===== config.mk =====
export PLATFORM = sky130hd
export DESIGN_NAME = srcc_rank
export DESIGN_NICKNAME = d
export VERILOG_FILES = /design/src/rtl/core/srcc_rank.sv
export SDC_FILE = /design/constraint.sdc
export NUM_CORES = 2
export LEC_CHECK = 0
export ABC_AREA = 1
export BUFFER_PORTS_ARGS = -buffer_cell sky130_fd_sc_hd__buf_2
export CORE_MARGIN = 5
export CORE_UTILIZATION = 50
export CTS_CLUSTER_DIAMETER = 100
export DETAILED_ROUTE_END_ITERATION = 7
export HOLD_SLACK_MARGIN = 0.02
export PLACE_DENSITY = 0.67
export SLEW_MARGIN = 0
export SYNTH_ARGS = -nofsm -noshare
export SYNTH_HDL_FRONTEND = slang
export SYNTH_SLANG_ARGS = --single-unit

===== constraint.sdc =====
create_clock -name clk -period 11.1 [get_ports clk]
set_input_delay 0.555 -clock clk [delete_from_list [all_inputs] [get_ports clk]]
set_output_delay 0.555 -clock clk [all_outputs]
set_load 0.02 [all_outputs]

===== src/rtl/core/srcc_rank.sv =====
`timescale 1ns / 1ps
`default_nettype none
module srcc_rank #(
    parameter int MAX_POINTS  = 1024,
    parameter int SAMPLE_BITS = 32
) (
    input  wire logic                                   clk,
    input  wire logic                                   rst_n,
    input  wire logic                                   start,
    input  wire logic [$clog2(MAX_POINTS+1)-1:0]        n,
    output logic      [$clog2(MAX_POINTS)-1:0]          raddr,
    input  wire logic signed [SAMPLE_BITS-1:0]          x_key,
    input  wire logic signed [SAMPLE_BITS-1:0]          y_key,
    output logic                                        done,
    output logic      [3*$clog2(MAX_POINTS+1)-1:0]      sxx,
    output logic      [3*$clog2(MAX_POINTS+1)-1:0]      syy,
    output logic signed [3*$clog2(MAX_POINTS+1):0]      sxy
);
    localparam int CW    = $clog2(MAX_POINTS + 1);
    localparam int AW    = $clog2(MAX_POINTS);
    localparam int DW    = CW + 1;
    localparam int SUM_W = 3 * CW;

    localparam logic [2:0] R_IDLE  = 3'd0;
    localparam logic [2:0] R_KEY   = 3'd1;
    localparam logic [2:0] R_LATCH = 3'd2;
    localparam logic [2:0] R_SWEEP = 3'd3;
    localparam logic [2:0] R_DIFF  = 3'd4;
    localparam logic [2:0] R_PROD  = 3'd5;
    localparam logic [2:0] R_ACC   = 3'd6;

    logic [2:0]                    state_reg, state_next;
    logic [CW-1:0]                 i_reg, i_next, j_reg, j_next;
    logic                          cmp_reg, cmp_next;
    logic signed [SAMPLE_BITS-1:0] kx_reg, ky_reg;
    logic [CW-1:0]                 xl_reg, xe_reg, yl_reg, ye_reg;
    logic signed [DW-1:0]          ax_reg, ay_reg;
    logic signed [2*DW-1:0]        pxx_reg, pyy_reg, pxy_reg;
    logic [SUM_W-1:0]              sxx_reg, syy_reg;
    logic signed [SUM_W:0]         sxy_reg;
    logic                          done_reg;
    logic [CW+1:0]                 rank_x, rank_y;
    logic [CW+1:0]                 center;
    logic signed [CW+2:0]          diff_x, diff_y;

    assign rank_x = {xl_reg, 1'b0} + (CW+2)'(xe_reg) + (CW+2)'(1);
    assign rank_y = {yl_reg, 1'b0} + (CW+2)'(ye_reg) + (CW+2)'(1);
    assign center = (CW+2)'(n) + (CW+2)'(1);
    assign diff_x = $signed({1'b0, rank_x}) - $signed({1'b0, center});
    assign diff_y = $signed({1'b0, rank_y}) - $signed({1'b0, center});

    always_comb
    begin
        unique case (state_reg)
            R_KEY:   raddr = i_reg[AW-1:0];
            R_LATCH: raddr = '0;
            default: raddr = j_reg[AW-1:0];
        endcase
    end

    always_comb
    begin
        state_next = state_reg;
        i_next     = i_reg;
        j_next     = j_reg;
        cmp_next   = cmp_reg;
        unique case (state_reg)
            R_IDLE:
            begin
                if (start)
                begin
                    i_next     = '0;
                    state_next = R_KEY;
                end
            end
            R_KEY:   state_next = R_LATCH;
            R_LATCH:
            begin
                j_next     = CW'(1);
                cmp_next   = 1'b1;
                state_next = R_SWEEP;
            end
            R_SWEEP:
            begin
                cmp_next = (j_reg < n);
                if (j_reg < n)
                begin
                    j_next = j_reg + CW'(1);
                end
                if (!cmp_reg)
                begin
                    state_next = R_DIFF;
                end
            end
            R_DIFF:  state_next = R_PROD;
            R_PROD:  state_next = R_ACC;
            R_ACC:
            begin
                i_next     = i_reg + CW'(1);
                state_next = (i_reg + CW'(1) == n) ? R_IDLE : R_KEY;
            end
            default: state_next = R_IDLE;
        endcase
    end

    always_ff @(posedge clk or negedge rst_n)
    begin
        if (!rst_n)
        begin
            state_reg <= R_IDLE;
            i_reg     <= '0;
            j_reg     <= '0;
            cmp_reg   <= 1'b0;
            done_reg  <= 1'b0;
        end
        else
        begin
            state_reg <= state_next;
            i_reg     <= i_next;
            j_reg     <= j_next;
            cmp_reg   <= cmp_next;
            done_reg  <= (state_reg == R_ACC) && (i_reg + CW'(1) == n);
        end
    end

    always_ff @(posedge clk)
    begin
        if (state_reg == R_IDLE && start)
        begin
            sxx_reg <= '0;
            syy_reg <= '0;
            sxy_reg <= '0;
        end
        if (state_reg == R_LATCH)
        begin
            kx_reg <= x_key;
            ky_reg <= y_key;
            xl_reg <= '0;
            xe_reg <= '0;
            yl_reg <= '0;
            ye_reg <= '0;
        end
        if (state_reg == R_SWEEP && cmp_reg)
        begin
            if (x_key < kx_reg)
            begin
                xl_reg <= xl_reg + CW'(1);
            end
            else if (x_key == kx_reg)
            begin
                xe_reg <= xe_reg + CW'(1);
            end
            if (y_key < ky_reg)
            begin
                yl_reg <= yl_reg + CW'(1);
            end
            else if (y_key == ky_reg)
            begin
                ye_reg <= ye_reg + CW'(1);
            end
        end
        if (state_reg == R_DIFF)
        begin
            ax_reg <= diff_x[DW-1:0];
            ay_reg <= diff_y[DW-1:0];
        end
        if (state_reg == R_PROD)
        begin
            pxx_reg <= ax_reg * ax_reg;
            pyy_reg <= ay_reg * ay_reg;
            pxy_reg <= ax_reg * ay_reg;
        end
        if (state_reg == R_ACC)
        begin
            sxx_reg <= sxx_reg + SUM_W'($unsigned(pxx_reg));
            syy_reg <= syy_reg + SUM_W'($unsigned(pyy_reg));
            sxy_reg <= sxy_reg + (SUM_W+1)'(pxy_reg);
        end
    end

    assign done = done_reg;
    assign sxx  = sxx_reg;
    assign syy  = syy_reg;
    assign sxy  = sxy_reg;
endmodule
`default_nettype wire


Word level (Yosys, flattened, before mapping)
Index checks and enable logic that the tools add are counted.
{ "op_classes": {"add_sub_neg": 16, "n_mul": 3, "n_lt_le_gt_ge": 3, "eq_ne": 12, "n_mux": 29, "reduce_logical": 10} }
{ "ops": {"columns": ["operator", "count"], "rows": [
  ["$mux W11", 16],
  ["$mux W33", 3],
  ["$mul A12 B12 Y24", 3],
  ["$mux W34", 2],
  ["$add A11 B1 Y11 const B", 6],
  ["$add A33 B24 Y33", 2],
  ["$eq A32 B32 Y1", 2],
  ["$lt A32 B32 Y1", 2],
  ["$pmux W11 S2", 2],
  ["$add A34 B24 Y34", 1],
  ["$add A12 B1 Y12 const B", 2],
  ["$add A12 B11 Y12", 2],
  ["$sub A12 B12 Y12", 2],
  ["$pmux W3 S7", 1],
  ["$pmux W10 S2", 1],
  ["$add A11 B1 Y12 const B", 1],
  ["$eq A11 B11 Y1", 1],
  ["$lt A11 B11 Y1", 1],
  ["$eq A3 B3 Y1 const B", 3],
  ["$eq A3 B2 Y1 const B", 2],
  ["$mux W3", 2],
  ["$ne A2 B2 Y1 const B", 3],
  ["$reduce_and A2 Y1", 3],
  ["$reduce_bool A2 Y1", 3],
  ["other kinds (5)", 7]
]} }
{ "word_totals": {"ff_bits": 331, "in_bits": 78, "out_inout_bits": 111, "elab_cells": 92} }

Longest topological paths before layout
{ "logic_depth": {"depth_word": 5, "mapped_depth": 23, "depth_no_buf": 21} }

Worst setup path before layout
Ideal clock, no wire load.
{ "synth_path": {"path_type": "reg-to-output", "from": "register state_reg[0]", "to": "output raddr[0]", "arrival_ns": 6.154, "required_ns": 10.545, "path_slack_ns": 4.391, "stages_incl_launch_ff": 7, "n_path_buf": 2, "cell_sequence": "dfrtp_1 > nor3_1 > inv_1 > buf_2 > buf_2 > nand2_1 > o22ai_1"} }
{ "synth_via": {"elab_chain_len": 2, "elab_cells_between_ends": 3, "classes_between": "2 x eq/ne; 1 x mux"} }
{ "synth_lines": {"columns": ["element", "line", "rtl"], "rows": [
  ["start: declaration", "32", "logic [2:0] state_reg, state_next;"],
  ["start signal: assignment", "118", "state_reg <= state_next;"],
  ["$eq A3 B2 Y1 / $eq A3 B1 Y1 (equally long branches)", "54", "unique case (state_reg)"],
  ["$pmux W10 S2 (*)", "54", null],
  ["end: declaration", "11", "output logic [$clog2(MAX_POINTS)-1:0] raddr,"]
]} }
Mark *: on every way between the ends. The rest lies on a longest branch, timed or not.

Worst setup path in the final report
{ "layout_path": {"from": "register ax_reg[11]", "to": "register pxy_reg[23] (data pin)"} }
{ "layout_via": {"elab_chain_len": 1} }
{ "layout_lines": {"columns": ["element", "line", "rtl"], "rows": [
  ["start: declaration", "37", "logic signed [DW-1:0] ax_reg, ay_reg;"],
  ["start signal: assignment", "164", "ax_reg <= diff_x[DW-1:0];"],
  ["$mul A12 B12 Y24", "171", "pxy_reg <= ax_reg * ay_reg;"],
  ["end signal: assignment", "171", null],
  ["end: declaration", "38", "logic signed [2*DW-1:0] pxx_reg, pyy_reg, pxy_reg;"]
]} }
No other way between the ends.
A chain may end at the register's enable or synchronous reset.

==> summary.md <==
| Metric | Value |
|---|---|
| Outcome | `finished clean` |
| Setup TNS | `0 ns` |
| Total clock sinks | `between 300 and 400` |
| Crit path launch | `ax_reg[11]` |
| Final Hold Viols | `0` |
| Area Overhead vs Synth | `9.02%` |
| Worst hold path cell count | `1` |
| Yosys warns | `0` |
| Worst-path clk slew | `around 0.06 ns` |
| CTS Buffer Depth | `3` |
| Global route overflow | `0` |
| Worst EP required | `roughly 11 ns` |
| Slew margin rel. | `0.251` |
| Worst setup path class | `flop to flop` |
| Mapped Nets | `~5,400` |
| GRT Overall Usage | `0.222` |
| Sequential fraction of the synthesis area | `0.249` |
| Setup ws final | `roughly 5 ns` |
| Synth async-reset ratio | `0.0821` |
| Pre-CTS setup slack | `around 5 ns` |
| Worst min-delay path class | `primary input to flop` |
| DIE HEIGHT | `between 200 and 300 um` |
| Vias | `between 20,000 and 30,000` |
| Hold Startpoint | `y_key[1]` |
| DR iter-0 viols | `1,826` |
| Register bit count reported by yosys | `329` |
| Num rows | `100` |
| EDFF count, synth | `between 200 and 300` |
| Clock Tree Root | `clkbuf_16` |
| Clock latency on the worst-skew pair | `around 0.60 ns` |
| Worst path arrival time | `about 6.4 ns` |
| Core ar. | `74,300 um2` |
| Critical path capture point type | `flop` |
| Mapped Area | `37,400 um2` |
| Crit path launch type | `flop` |
| Final Skew | `approximately 0.026 ns` |
| Final setup viols | `0` |
| Top FF cell, synth | `edfxtp_1` |
| Final Max Tran Viols | `0` |
| FF-to-FF Start | `ax_reg[11]` |
| Cells on worst reg2reg path | `17` |
| Vias per cell | `a little over 5` |
| DRC | `0` |
| Min cycle time layout | `roughly 6 ns` |
| Share of layout cells above drive strength 1 | `0.0680` |
| CTS H-tree lvls | `2` |
| CTS tree | `done` |
| Library cells used by synthesis | `between 50 and 60` |
| Crit path max fanout | `26` |
| Final wirelength | `88.7 mm` |
| Largest net degree at the start of global routing | `75` |
| Ant. Diodes | `0` |
| Max-Cap Viols | `0` |
| Post-Synthesis Cells | `approximately 4,600` |
| Initial antenna violation count | `0` |
| Vias in the first global route | `slightly below 30,000` |
| Routed WL per cell | `between 15 and 20 um` |
| Synthesized area per cell | `8.18 um2` |
| Initial Util | `0.503` |
| Period utilization | `0.552` |
| Post_cts resized | `0` |
| Drt first pass iters | `7` |
| Max reg flops | `34` |
| Number of port buffers | `about 190` |
| Slew @ Worst Pin | `1.12 ns` |
| CTS buffer count | `between 40 and 50` |
| First-pass GRT wire length | `149 mm` |
| NumNets Final | `around 5,600` |
| Num ports | `189` |
| Full die area | `approximately 80,000 um2` |
| RSZ-0062 raised after global routing | `no` |
| DIE WIDTH | `approximately 280 um` |
| Fmax | `163 MHz` |
| DP HPWL | `~71 mm` |
| Antenna-violating nets left | `0` |
| RD Place Congestion | `a little over 0.9` |
-- metrics by stage --
step | instance area [um2] | cells | utilization | hold slack, ns
detailed placement | 39300 | 5652 | 0.529 | 0.503
floorplan | 37400 | 4571 | - | 0.259
global placement | 39300 | 5652 | 0.529 | 0.497
finish | 40800 | 5733 | 0.549 | 0.144
CTS | 40800 | 5733 | 0.549 | 0.111
global route | 40800 | 5733 | 0.549 | 0.117
-- timing repair --
item / 4_1_cts / 5_1_grt
hold buffers: 1 / 0
hold endpoints to repair: 27 / 0
setup buffers: 0 / 0
-- cell usage in the layout, fill, tap and decap left out, types with 27 or more instances in the layout --
cell / synthesis / routed
inv_1: 996 / 995
nand2_1: 958 / 957
fa_1: 409 / 409
ha_1: 347 / 347
nor2_1: 326 / 323
a21oi_1: 301 / 301
edfxtp_1: 258 / 258
o21ai_0: 205 / 205
buf_2: 11 / 188
nand3_1: 183 / 183
xor2_1: 98 / 98
xnor2_1: 69 / 69
nor3_1: 54 / 52
clkbuf_16: 0 / 44
dfxtp_1: 44 / 44
nand4_1: 30 / 30
dfrtp_1: 27 / 27
-- cell type report --
class	instances	area [um2]
tap	969	1210
inverter	1000	3750
timing repair buffer	211	1120
clock buffer	60	1220
sequential	329	9300
fill	6999	33500
clock inverter	20	223
multi-input combinational	3144	23900
-- cell usage after synthesis, drive strengths merged (13+ instances only) --
master    n  area [um2]
a21o     20         150
a21oi   303        1520
buf      20         134
clkbuf   78         293
dfrtp    27         676
dfxtp    44         881
edfxtp  258        7750
fa      409        8190
ha      347        4340
inv     998        3750
nand2   968        3660
nand3   187         956
nand4    30         188
nor2    326        1220
nor3     55         280
o21a     24         180
o21ai   208        1050
o22ai    17         106
or2      13        81.3
xnor2    69         604
xor2     98         858
-- worst max-delay path, cell delays in order, from the launching register on --
cell,delay [ns]
edfxtp_1,0.94
nand2_1,0.26
inv_1,0.19
fa_1,0.59
fa_1,0.73
inv_1,0.10
fa_1,0.54
inv_1,0.05
fa_1,0.52
inv_1,0.05
fa_1,0.53
inv_1,0.05
ha_1,0.35
nand2_1,0.10
nor3_1,0.25
nand2_1,0.07
o311ai_0,0.37
xnor2_1,0.14
-- routing by layer --
metal	global-route usage	vias up	share of wire
met4	0.0587	0	0.027
met3	0.0288	142	0.050
met5	0	-	0
met2	0.375	718	0.47
met1	0.304	14100	0.45
li1	-	14700	-
-- cell families after synthesis --
family	synth area share
AND/OR/NAND/NOR	0.176
buffers and inverters	0.112
adder cells (fa/ha/maj)	0.335
AO/OA/AOI/OAI	0.0894
flip-flops	0.249
XOR/XNOR	0.0391
-- path summary, 6_finish.rpt --
check,endpoint,slack [ns]
worst max-delay path,pxy_reg[23],4.98
worst min-delay path,ky_reg[1],0.14
worst max register to register,pxy_reg[23],4.98
worst min register to register,xl_reg[0],0.51
max in group asynchronous,i_reg[2],10.14
min in group asynchronous,j_reg[5],0.53
Power is left out: the tool's default activity adds up to more than one toggle a clock period on the data nets, which glitch-free logic cannot reach.
