==> src/rtl/core/srcc_pkg.sv <==
`timescale 1ns / 1ps
`default_nettype none
package srcc_pkg;
    localparam int FIELD_W    = 32;
    localparam int RHO_W      = 16;
    localparam int PTS_W      = 11;
    localparam int Q_W        = 15;
    localparam int Q2_W       = 29;
    localparam int FRAC_SHIFT = 28;
    localparam logic [Q_W-1:0] RHO_ONE = 15'd16384;
endpackage
`default_nettype wire

==> src/rtl/core/srcc_mul.sv <==
`timescale 1ns / 1ps
`default_nettype none
module srcc_mul #(
    parameter int A_W = 64,
    parameter int B_W = 32
) (
    input  wire logic               clk,
    input  wire logic               rst_n,
    input  wire logic               start,
    input  wire logic [A_W-1:0]     a,
    input  wire logic [B_W-1:0]     b,
    output logic                    done,
    output logic [A_W+B_W-1:0]      product
);
    localparam int NW = $clog2(B_W + 1);

    logic [A_W+B_W-1:0] acc_reg, ash_reg;
    logic [B_W-1:0]     bsh_reg;
    logic [NW-1:0]      cnt_reg;
    logic               busy_reg, done_reg;

    // shift-add, one multiplier bit per cycle
    always_ff @(posedge clk or negedge rst_n)
    begin
        if (!rst_n)
        begin
            busy_reg <= 1'b0;
            done_reg <= 1'b0;
            cnt_reg  <= '0;
        end
        else
        begin
            done_reg <= busy_reg && (cnt_reg == NW'(1));
            if (start)
            begin
                busy_reg <= 1'b1;
                cnt_reg  <= NW'(B_W);
            end
            else if (busy_reg)
            begin
                cnt_reg  <= cnt_reg - NW'(1);
                busy_reg <= (cnt_reg != NW'(1));
            end
        end
    end

    always_ff @(posedge clk)
    begin
        if (start)
        begin
            acc_reg <= '0;
            ash_reg <= (A_W+B_W)'(a);
            bsh_reg <= b;
        end
        else if (busy_reg)
        begin
            if (bsh_reg[0])
            begin
                acc_reg <= acc_reg + ash_reg;
            end
            ash_reg <= ash_reg << 1;
            bsh_reg <= bsh_reg >> 1;
        end
    end

    assign done    = done_reg;
    assign product = acc_reg;
endmodule
`default_nettype wire

==> src/rtl/core/srcc_root.sv <==
`timescale 1ns / 1ps
`default_nettype none
module srcc_root #(
    parameter int MAX_POINTS = 1024
) (
    input  wire logic                                 clk,
    input  wire logic                                 rst_n,
    input  wire logic                                 start,
    input  wire logic [3*$clog2(MAX_POINTS+1)-1:0]    sxx,
    input  wire logic [3*$clog2(MAX_POINTS+1)-1:0]    syy,
    input  wire logic signed [3*$clog2(MAX_POINTS+1):0] sxy,
    output logic                                      done,
    output logic signed [srcc_pkg::RHO_W-1:0]         rho,
    output logic                                      degenerate
);
    localparam int SUM_W = 3 * $clog2(MAX_POINTS + 1);
    localparam int PW    = 2 * SUM_W;
    localparam int BW    = (SUM_W > srcc_pkg::Q2_W) ? SUM_W : srcc_pkg::Q2_W;
    localparam int MW    = PW + BW;
    localparam int QW    = srcc_pkg::Q_W;

    localparam logic [2:0] T_IDLE   = 3'd0;
    localparam logic [2:0] T_PSTART = 3'd1;
    localparam logic [2:0] T_PWAIT  = 3'd2;
    localparam logic [2:0] T_RWAIT  = 3'd3;
    localparam logic [2:0] T_MID    = 3'd4;
    localparam logic [2:0] T_SQ     = 3'd5;
    localparam logic [2:0] T_SSTART = 3'd6;
    localparam logic [2:0] T_SWAIT  = 3'd7;

    logic [2:0]          state_reg;
    logic [SUM_W-1:0]    mag_reg, xx_reg, yy_reg;
    logic                neg_reg;
    logic [PW-1:0]       p_reg;
    logic [MW-1:0]       rhs_reg;
    logic [QW-1:0]       lo_reg, hi_reg, mid_reg;
    logic [BW-1:0]       q2_reg;
    logic                done_reg, deg_reg;
    logic signed [srcc_pkg::RHO_W-1:0] rho_reg;
    logic                mul_start, mul_done;
    logic [PW-1:0]       mul_a;
    logic [BW-1:0]       mul_b;
    logic [MW-1:0]       mul_p;
    logic [QW:0]         mid_sum;
    logic [2*QW-1:0]     mid_sq;

    assign mid_sum   = {1'b0, lo_reg} + {1'b0, hi_reg} + (QW+1)'(1);
    assign mid_sq    = (2*QW)'(mid_reg) * (2*QW)'(mid_reg);
    assign mul_start = (state_reg == T_PSTART) || (state_reg == T_SSTART)
                       || (state_reg == T_PWAIT && mul_done);

    always_comb
    begin
        unique case (state_reg)
            T_PSTART:
            begin
                mul_a = PW'(xx_reg);
                mul_b = BW'(yy_reg);
            end
            T_PWAIT:
            begin
                mul_a = PW'(mag_reg);
                mul_b = BW'(mag_reg);
            end
            default:
            begin
                mul_a = p_reg;
                mul_b = q2_reg;
            end
        endcase
    end

    srcc_mul #(.A_W(PW), .B_W(BW)) u_mul (
        .clk     (clk),
        .rst_n   (rst_n),
        .start   (mul_start),
        .a       (mul_a),
        .b       (mul_b),
        .done    (mul_done),
        .product (mul_p)
    );

    always_ff @(posedge clk or negedge rst_n)
    begin
        if (!rst_n)
        begin
            state_reg <= T_IDLE;
            done_reg  <= 1'b0;
        end
        else
        begin
            done_reg <= 1'b0;
            unique case (state_reg)
                T_IDLE:
                begin
                    if (start)
                    begin
                        if (sxx == '0 || syy == '0)
                        begin
                            done_reg <= 1'b1;
                        end
                        else
                        begin
                            state_reg <= T_PSTART;
                        end
                    end
                end
                T_PSTART: state_reg <= T_PWAIT;
                T_PWAIT:
                begin
                    if (mul_done)
                    begin
                        state_reg <= T_RWAIT;
                    end
                end
                T_RWAIT:
                begin
                    if (mul_done)
                    begin
                        state_reg <= T_MID;
                    end
                end
                T_MID:
                begin
                    if (lo_reg < hi_reg)
                    begin
                        state_reg <= T_SQ;
                    end
                    else
                    begin
                        done_reg  <= 1'b1;
                        state_reg <= T_IDLE;
                    end
                end
                T_SQ:     state_reg <= T_SSTART;
                T_SSTART: state_reg <= T_SWAIT;
                T_SWAIT:
                begin
                    if (mul_done)
                    begin
                        state_reg <= T_MID;
                    end
                end
                default:  state_reg <= T_IDLE;
            endcase
        end
    end

    always_ff @(posedge clk)
    begin
        if (state_reg == T_IDLE && start)
        begin
            xx_reg  <= sxx;
            yy_reg  <= syy;
            neg_reg <= sxy[SUM_W];
            mag_reg <= sxy[SUM_W] ? SUM_W'(-sxy) : SUM_W'(sxy);
            deg_reg <= (sxx == '0 || syy == '0);
            rho_reg <= '0;
            lo_reg  <= '0;
            hi_reg  <= srcc_pkg::RHO_ONE;
        end
        if (state_reg == T_PWAIT && mul_done)
        begin
            p_reg <= mul_p[PW-1:0];
        end
        if (state_reg == T_RWAIT && mul_done)
        begin
            rhs_reg <= MW'(mul_p[PW-1:0]) << srcc_pkg::FRAC_SHIFT;
        end
        if (state_reg == T_MID)
        begin
            mid_reg <= mid_sum[QW:1];
            if (!(lo_reg < hi_reg))
            begin
                rho_reg <= neg_reg ? -$signed(srcc_pkg::RHO_W'(lo_reg))
                                   : $signed(srcc_pkg::RHO_W'(lo_reg));
            end
        end
        if (state_reg == T_SQ)
        begin
            q2_reg <= BW'(mid_sq);
        end
        if (state_reg == T_SWAIT && mul_done)
        begin
            if (mul_p <= rhs_reg)
            begin
                lo_reg <= mid_reg;
            end
            else
            begin
                hi_reg <= mid_reg - QW'(1);
            end
        end
    end

    assign done       = done_reg;
    assign rho        = rho_reg;
    assign degenerate = deg_reg;
endmodule
`default_nettype wire

==> config.mk <==
export PLATFORM = sky130hd
export DESIGN_NAME = srcc_root
export DESIGN_NICKNAME = d
export VERILOG_FILES = /design/src/rtl/core/srcc_pkg.sv /design/src/rtl/core/srcc_mul.sv /design/src/rtl/core/srcc_root.sv
export SDC_FILE = /design/constraint.sdc
export NUM_CORES = 2
export LEC_CHECK = 0
export ABC_AREA = 1
export BUFFER_PORTS_ARGS = -buffer_cell sky130_fd_sc_hd__buf_2
export CAP_MARGIN = 30
export CORE_MARGIN = 2
export CORE_UTILIZATION = 30
export CTS_CLUSTER_DIAMETER = 50
export DETAILED_ROUTE_END_ITERATION = 8
export PLACE_DENSITY = 0.54
export SLEW_MARGIN = 25
export SYNTH_ARGS = -nofsm -noshare
export SYNTH_HDL_FRONTEND = slang
export SYNTH_HIERARCHICAL = 1
export SYNTH_SLANG_ARGS = --single-unit
==> constraint.sdc <==
create_clock -name clk -period 19.24 [get_ports clk]
set_clock_uncertainty 0.15 [all_clocks]
set_input_delay 3.848 -clock clk [delete_from_list [all_inputs] [get_ports clk]]
set_output_delay 3.848 -clock clk [all_outputs]
set_load 0.03 [all_outputs]
Yosys cells after proc, flatten, opt, wreduce, memory -nomap -nowiden

Cells that the tools add are included.
W data, S select, Z words.

Bits in registers: 567
Logic and storage cells: 90
Output and inout port bits: 18
Input port bits: 103

$lt $le $gt $ge: 2
$mul: 1
Equal/unequal tests: 13
Muxes and demuxes: 31
Reductions and logical operators: 15
$add $sub $neg: 7

Operators by type and width:

| kind                    | number |
|---|---|
| $mux W66                | 2 |
| $pmux W66 S2            | 1 |
| $add A99 B99 Y99        | 1 |
| $le A99 B94 Y1          | 1 |
| $mux W33                | 3 |
| $mux W15                | 6 |
| $logic_not A33 Y1       | 2 |
| $pmux W33 S2            | 1 |
| $mux W16                | 4 |
| $neg A33 Y33            | 1 |
| $mul A15 B15 Y30        | 1 |
| $pmux W3 S7             | 1 |
| $add A15 B15 Y16        | 1 |
| $add A16 B1 Y16 const B | 1 |
| $neg A15 Y16            | 1 |
| $lt A15 B15 Y1          | 1 |
| $mux W3                 | 5 |
| $sub A15 B1 Y15 const B | 1 |
| $eq A3 B3 Y1 const B    | 4 |
| $mux W6                 | 2 |
| $eq A3 B2 Y1 const B    | 2 |
| $eq A6 B1 Y1 const B    | 1 |
| $ne A6 B1 Y1 const B    | 1 |
| $sub A6 B1 Y6 const B   | 1 |
| 12 further kinds        | 24 |

Depth between registers and ports, before layout

Word-level depth: 5
Depth in mapped cells: 26
Depth with buffers taken out: 24

Modules after synthesis

Netlist, hierarchy kept.

Modules (own cells, without submodules):

| module    | area each (um^2) | instances | cells an instance | sequential area each (um^2) |
|---|---|---|---|---|
| srcc_root | 22973.3          | 1         | 2525              | 9339.0 |
| srcc_mul  | 19219.7          | 1         | 3230              | 5815.6 |

Worst setup path before layout

Ideal clock, no wire load.

Path type: input-to-reg
From: input start
To: register rho_reg, in the netlist rho[3]
Arrival time: 9.145 ns
Data required time: 18.975 ns
Setup slack: 9.829 ns
Cell stages on the path: 8
Buffers on the path: 1
Path through: inv_1 nor2_1 inv_2 buf_2 nand2_1 nand2_1 o21ai_0 inv_1

Cells in the longest elaborated chain, start to end: 4

RTL lines:

| element                 | line             | RTL |
|---|---|---|
| start: declaration      | srcc_root.sv:8   | `input wire logic start,` |
| $logic_and A1 B1 Y1 (*) | srcc_root.sv:151 | `if (state_reg == T_IDLE && start)` |
| $mux W16 (*)            | srcc_root.sv:151 |  |
| $mux W16                | srcc_root.sv:173 | `if (!(lo_reg < hi_reg))` |
| $mux W16 (*)            | srcc_root.sv:170 | `if (state_reg == T_MID)` |
| end signal: assignment  | srcc_root.sv:175 | `rho_reg <= neg_reg ? -$signed(srcc_pkg::RHO_W'(lo_reg))` |
| end: declaration        | srcc_root.sv:39  | `logic signed [srcc_pkg::RHO_W-1:0] rho_reg;` |

Mark *: on every way between the ends. The rest lies on a longest branch, timed or not.
A chain may end at the register's enable or synchronous reset.

Final worst setup path

From: register mid_reg[5]
To: register q2_reg[22], data pin

Cells in the longest elaborated chain, start to end: 1

RTL lines:

| element                  | line             | RTL |
|---|---|---|
| start: declaration       | srcc_root.sv:36  | `logic [QW-1:0] lo_reg, hi_reg, mid_reg;` |
| start signal: assignment | srcc_root.sv:172 | `mid_reg <= mid_sum[QW:1];` |
| $mul A15 B15 Y30         | srcc_root.sv:48  | `assign mid_sq = (2*QW)'(mid_reg) * (2*QW)'(mid_reg);` |
| via mid_sq[22]           | srcc_root.sv:45  | `logic [2*QW-1:0] mid_sq;` |
| end signal: assignment   | srcc_root.sv:181 | `q2_reg <= BW'(mid_sq);` |
| end: declaration         | srcc_root.sv:37  | `logic [BW-1:0] q2_reg;` |

The timed path passes the listed nets, and every way through them passes these cells.

==> summary.md <==
| Metric | Value |
|---|---|
| Slew HR | between 40% and 50% |
| Post-DRT Antenna Nets | 0 |
| Layout cells sized above 1 | between 6 and 7% |
| Pin count of the biggest net entering global routing | 81 |
| Netlist cell types | 49 |
| Crit path max fanout | 19 |
| Nets | approximately 6400 |
| Root Buffer | clkbuf_16 |
| Peak VDD IR | around 69 uV |
| Main flop type after synthesis | edfxtp_1 |
| RSZ-0062 raised after global routing | no |
| Setup bufs post-CTS | 0 |
| Io pins | 121 |
| Post-synthesis adder-cell area fraction | 15.3% |
| CP startpoint kind | flip-flop |
| Hold depth | 2 |
| Pwr/cell area | 60.5 nW/um2 |
| Register bit total from synthesis | 566 |
| Final WL | ~150000 um |
| Fmax | 157 MHz |
| Met3 usage | 2.55% |
| Vias in the first global route | 35800 |
| Crit. End Element | flip-flop |
| Met2 Usage GRT | 35.3% |
| CP max-delay cell | edfxtp_1 |
| Final Hold Fails | 0 |
| Placed wire-length estimate | approximately 120000 um |
| CTS HTree Levels | 3 |
| Worst Reg-to-Reg Cells | 19 |
| Synth Area per Inst | 7.33 um2 |
| Final min period | roughly 6.4 ns |
| Sequential cell area | 15200 um2 |
| Core area | between 100000 and 150000 um2 |
| CP required | 19.57 ns |
| CTS tree | yes |
| Syn_nets | 6290 |
| # setup viols final | 0 |
| R2R Setup Slk | about 13 ns |
| Starting DRT DRC Count | 2551 |
| Static Leak | 25.2 nW |
| Clk sinks | 566 |
| Initial Utilization | a little over 30% |
| Post_cts resized | 0 |
| Post-Syn Area | 42200 um2 |
| Worst Hold Class | reg -> reg |
| Ys async rst share | 2.12% |
| Final TNS setup | 0 ns |
| Routed vias | 36200 |
| Area Growth Syn to Fin | 13.2% |
| Met1 Track Usage GR | 26.0% |
| Most used cell, CP | fa_1 |
| Final hold slack | 0.312 ns |
| Global-route wire length before repair | ~220000 um |
| Clock-pin slew on the worst setup and hold paths | 0.06 ns |
| Slew @ Worst Pin | slightly below 0.9 ns |
| Crit-path cells | nand2_1 > fa_1 > inv_1 > fa_1 > fa_1 > fa_1 > fa_1 > inv_1 > fa_1 > inv_1 > ha_1 > a21o_1 > a21oi_1 > o21ai_1 > a21oi_1 > o21ai_1 > nand2_1 > nand2_1 > xor2_1 |
| Main combinational cell family by area after synthesis | simple AND/OR/NAND/NOR gates |
| DIE AREA | 144000 um2 |
| Simple-Gate Fraction of Synth Area | a little over a quarter |
| Post-synthesis sequential area ratio | a little over a third |
| Worst setup path category | reg -> reg |
| Hold Buf Count CTS | 0 |
| Die X | about 380 um |
| Die Y | between 300 and 400 um |
| DR pass1 iterations | 6 |
| Global route overflow | 0 |
| Max-slew violations | 0 |
| DRC viols | 0 |
| Mux contribution to synthesized area | 0% |
| Maxcap violations | 0 |
| Hold path start | rho[10] |
| Cell row count | 137 |
| Period utilization | between 30% and 40% |
| I/O Buffers | 120 |
| Post-synth EDFFs | about 380 |
| Reg2reg start | mid_reg[5] |
| Cells after Synth | 5755 |
| Avg WL per Cell | 18.7 um |
| Num CTS Buffers | 84 |
| End of the worst hold path | rho[10] |
| Worst-Skew Late Latency | between 0.7 and 0.8 ns |
| Vias per cell | 4.64 |
| # fillers | 15000 |
| Initial antenna violation count | 3 |
| Status | finished clean |
| Routability congestion estimate | 1.00 |
| Global-route usage over all layers | 20.4% |
| GRT busiest layer | met2 |
| Compound-gate portion of the synthesized area | 6.76% |
| Critical path arrival | 6.70 ns |
| Footprint of the multi-input gates | about 22000 um2 |
| XOR/XNOR Fraction of Synth Area | 3.18% |
| Largest stage delay on the critical path | 0.92 ns |
| Clock buffer depth | 3 |
| Synth warn | 6 |
| Capturing point of the worst reg2reg path | q2_reg[22] |
==> stage by stage <==
| stage | cell area, um2 | total power [W] | utilization, % | setup WS (ns) | cells |
|---|---|---|---|---|---|
| 6_report | 47800 | 0.00289 | 34.2 | 12.87 | 7803 |
| 5_1_grt | 47800 | 0.00297 | 34.2 | 12.46 | 7802 |
| 3_3_place_gp | 44800 | 0.00134 | 32.1 | 12.88 | 7641 |
| 2_1_floorplan | 42200 | 0.00132 | - | 9.83 | 5755 |
| 3_5_place_dp | 44900 | 0.00135 | 32.1 | 12.81 | 7643 |
| 4_1_cts | 47700 | 0.00292 | 34.2 | 12.83 | 7801 |
==> power breakdown <==
group,switching (W),leakage [nW],internal [W],total [W]
logic,0.0000203,18.7,0.0000133,0.0000336
registers,0,5.10,0.00129,0.00129
clock network,0.000652,1.39,0.000916,0.00157
total,0.000673,25.2,0.00222,0.00289
==> area by class of cell <==
| class | instances | share of cell area (%) |
|---|---|---|
| well taps | 1876 | 4.91 |
| multi-input cells | 3829 | 45.9 |
| clock inverters | 57 | 1.39 |
| inverters | 1228 | 9.66 |
| repair buffers | 145 | 1.76 |
| diodes | 1 | 0.00524 |
| clock buffers | 101 | 4.64 |
| flip-flops and latches | 566 | 31.7 |
==> worst max path at each step <==
stage / slack, ns / startpoint / end / cells after the start
floorplan: 9.83 / start / rho[3] / 8
global placement: 12.88 / mid_reg[5] / q2_reg[29] / 19
CTS: 12.83 / mid_reg[5] / q2_reg[22] / 19
finish: 12.87 / mid_reg[5] / q2_reg[22] / 19
global route: 12.46 / mid_reg[5] / q2_reg[22] / 19
detailed placement: 12.81 / mid_reg[5] / q2_reg[22] / 19
==> logic make-up (layout without fill, tap and decap cells) <==
family                   count (synthesis)  count (layout)
AO/OA/AOI/OAI                          499             499
AND/OR/NAND/NOR                       2745            2745
flip-flops                             566             566
buffers and inverters                 1360            1531
adder cells (fa/ha/maj)                432             432
XOR/XNOR                               153             153
other                                    0               1
==> critical path, delay by kind of cell (launching register included) <==
kind / cells / cell delay [ns]
and+or+nand+nor: 3 / 0.38
buffers and inverters: 3 / 0.15
adders and majority gates: 7 / 3.51
AOI/OAI and AO/OA: 5 / 0.88
xor gates and xnor gates: 1 / 0.13
DFF: 1 / 0.92
==> Yosys cell counts, types with 21 or more instances <==
master / number / share of area (%)
nand2_1: 1815 / 16
inv_1: 1214 / 11
nor2_1: 535 / 4.8
edfxtp_1: 376 / 27
ha_1: 291 / 8.6
nand3_1: 184 / 2.2
a21oi_1: 180 / 2.1
dfxtp_1: 178 / 8.4
fa_1: 141 / 6.7
o21ai_0: 139 / 1.6
xor2_1: 119 / 2.5
clkbuf_1: 100 / 0.89
o211ai_1: 65 / 1.2
nand4_1: 50 / 0.74
nor4_1: 34 / 0.50
xnor2_1: 34 / 0.71
o22ai_1: 32 / 0.47
nor2_2: 28 / 0.42
nor3_1: 23 / 0.27
buf_2: 21 / 0.25
nor3_2: 21 / 0.50
==> routing by layer <==
metal / wire (um) / part of all wire, % / up-vias
met2: 70300 / 48 / 898
li1: - / - / 18000
met3: 7000 / 4.8 / 217
met5: 0 / 0 / -
met4: 5260 / 3.6 / 0
met1: 63100 / 43 / 17100
==> cells in the final DEF (no fill, tap or decap), types with 29 or more instances in the layout <==
cell	count
nor4_1	34
dfxtp_1	178
fa_1	141
edfxtp_1	376
xor2_1	119
ha_1	291
clkbuf_16	85
nor2_2	29
inv_1	1213
xnor2_1	34
o211ai_1	65
nand4_1	50
o21ai_0	139
nand3_1	184
nor2_1	531
buf_2	120
nand2_1	1812
a21oi_1	180
o22ai_1	32
No activity file was read; power rests on OpenSTA's default activity.
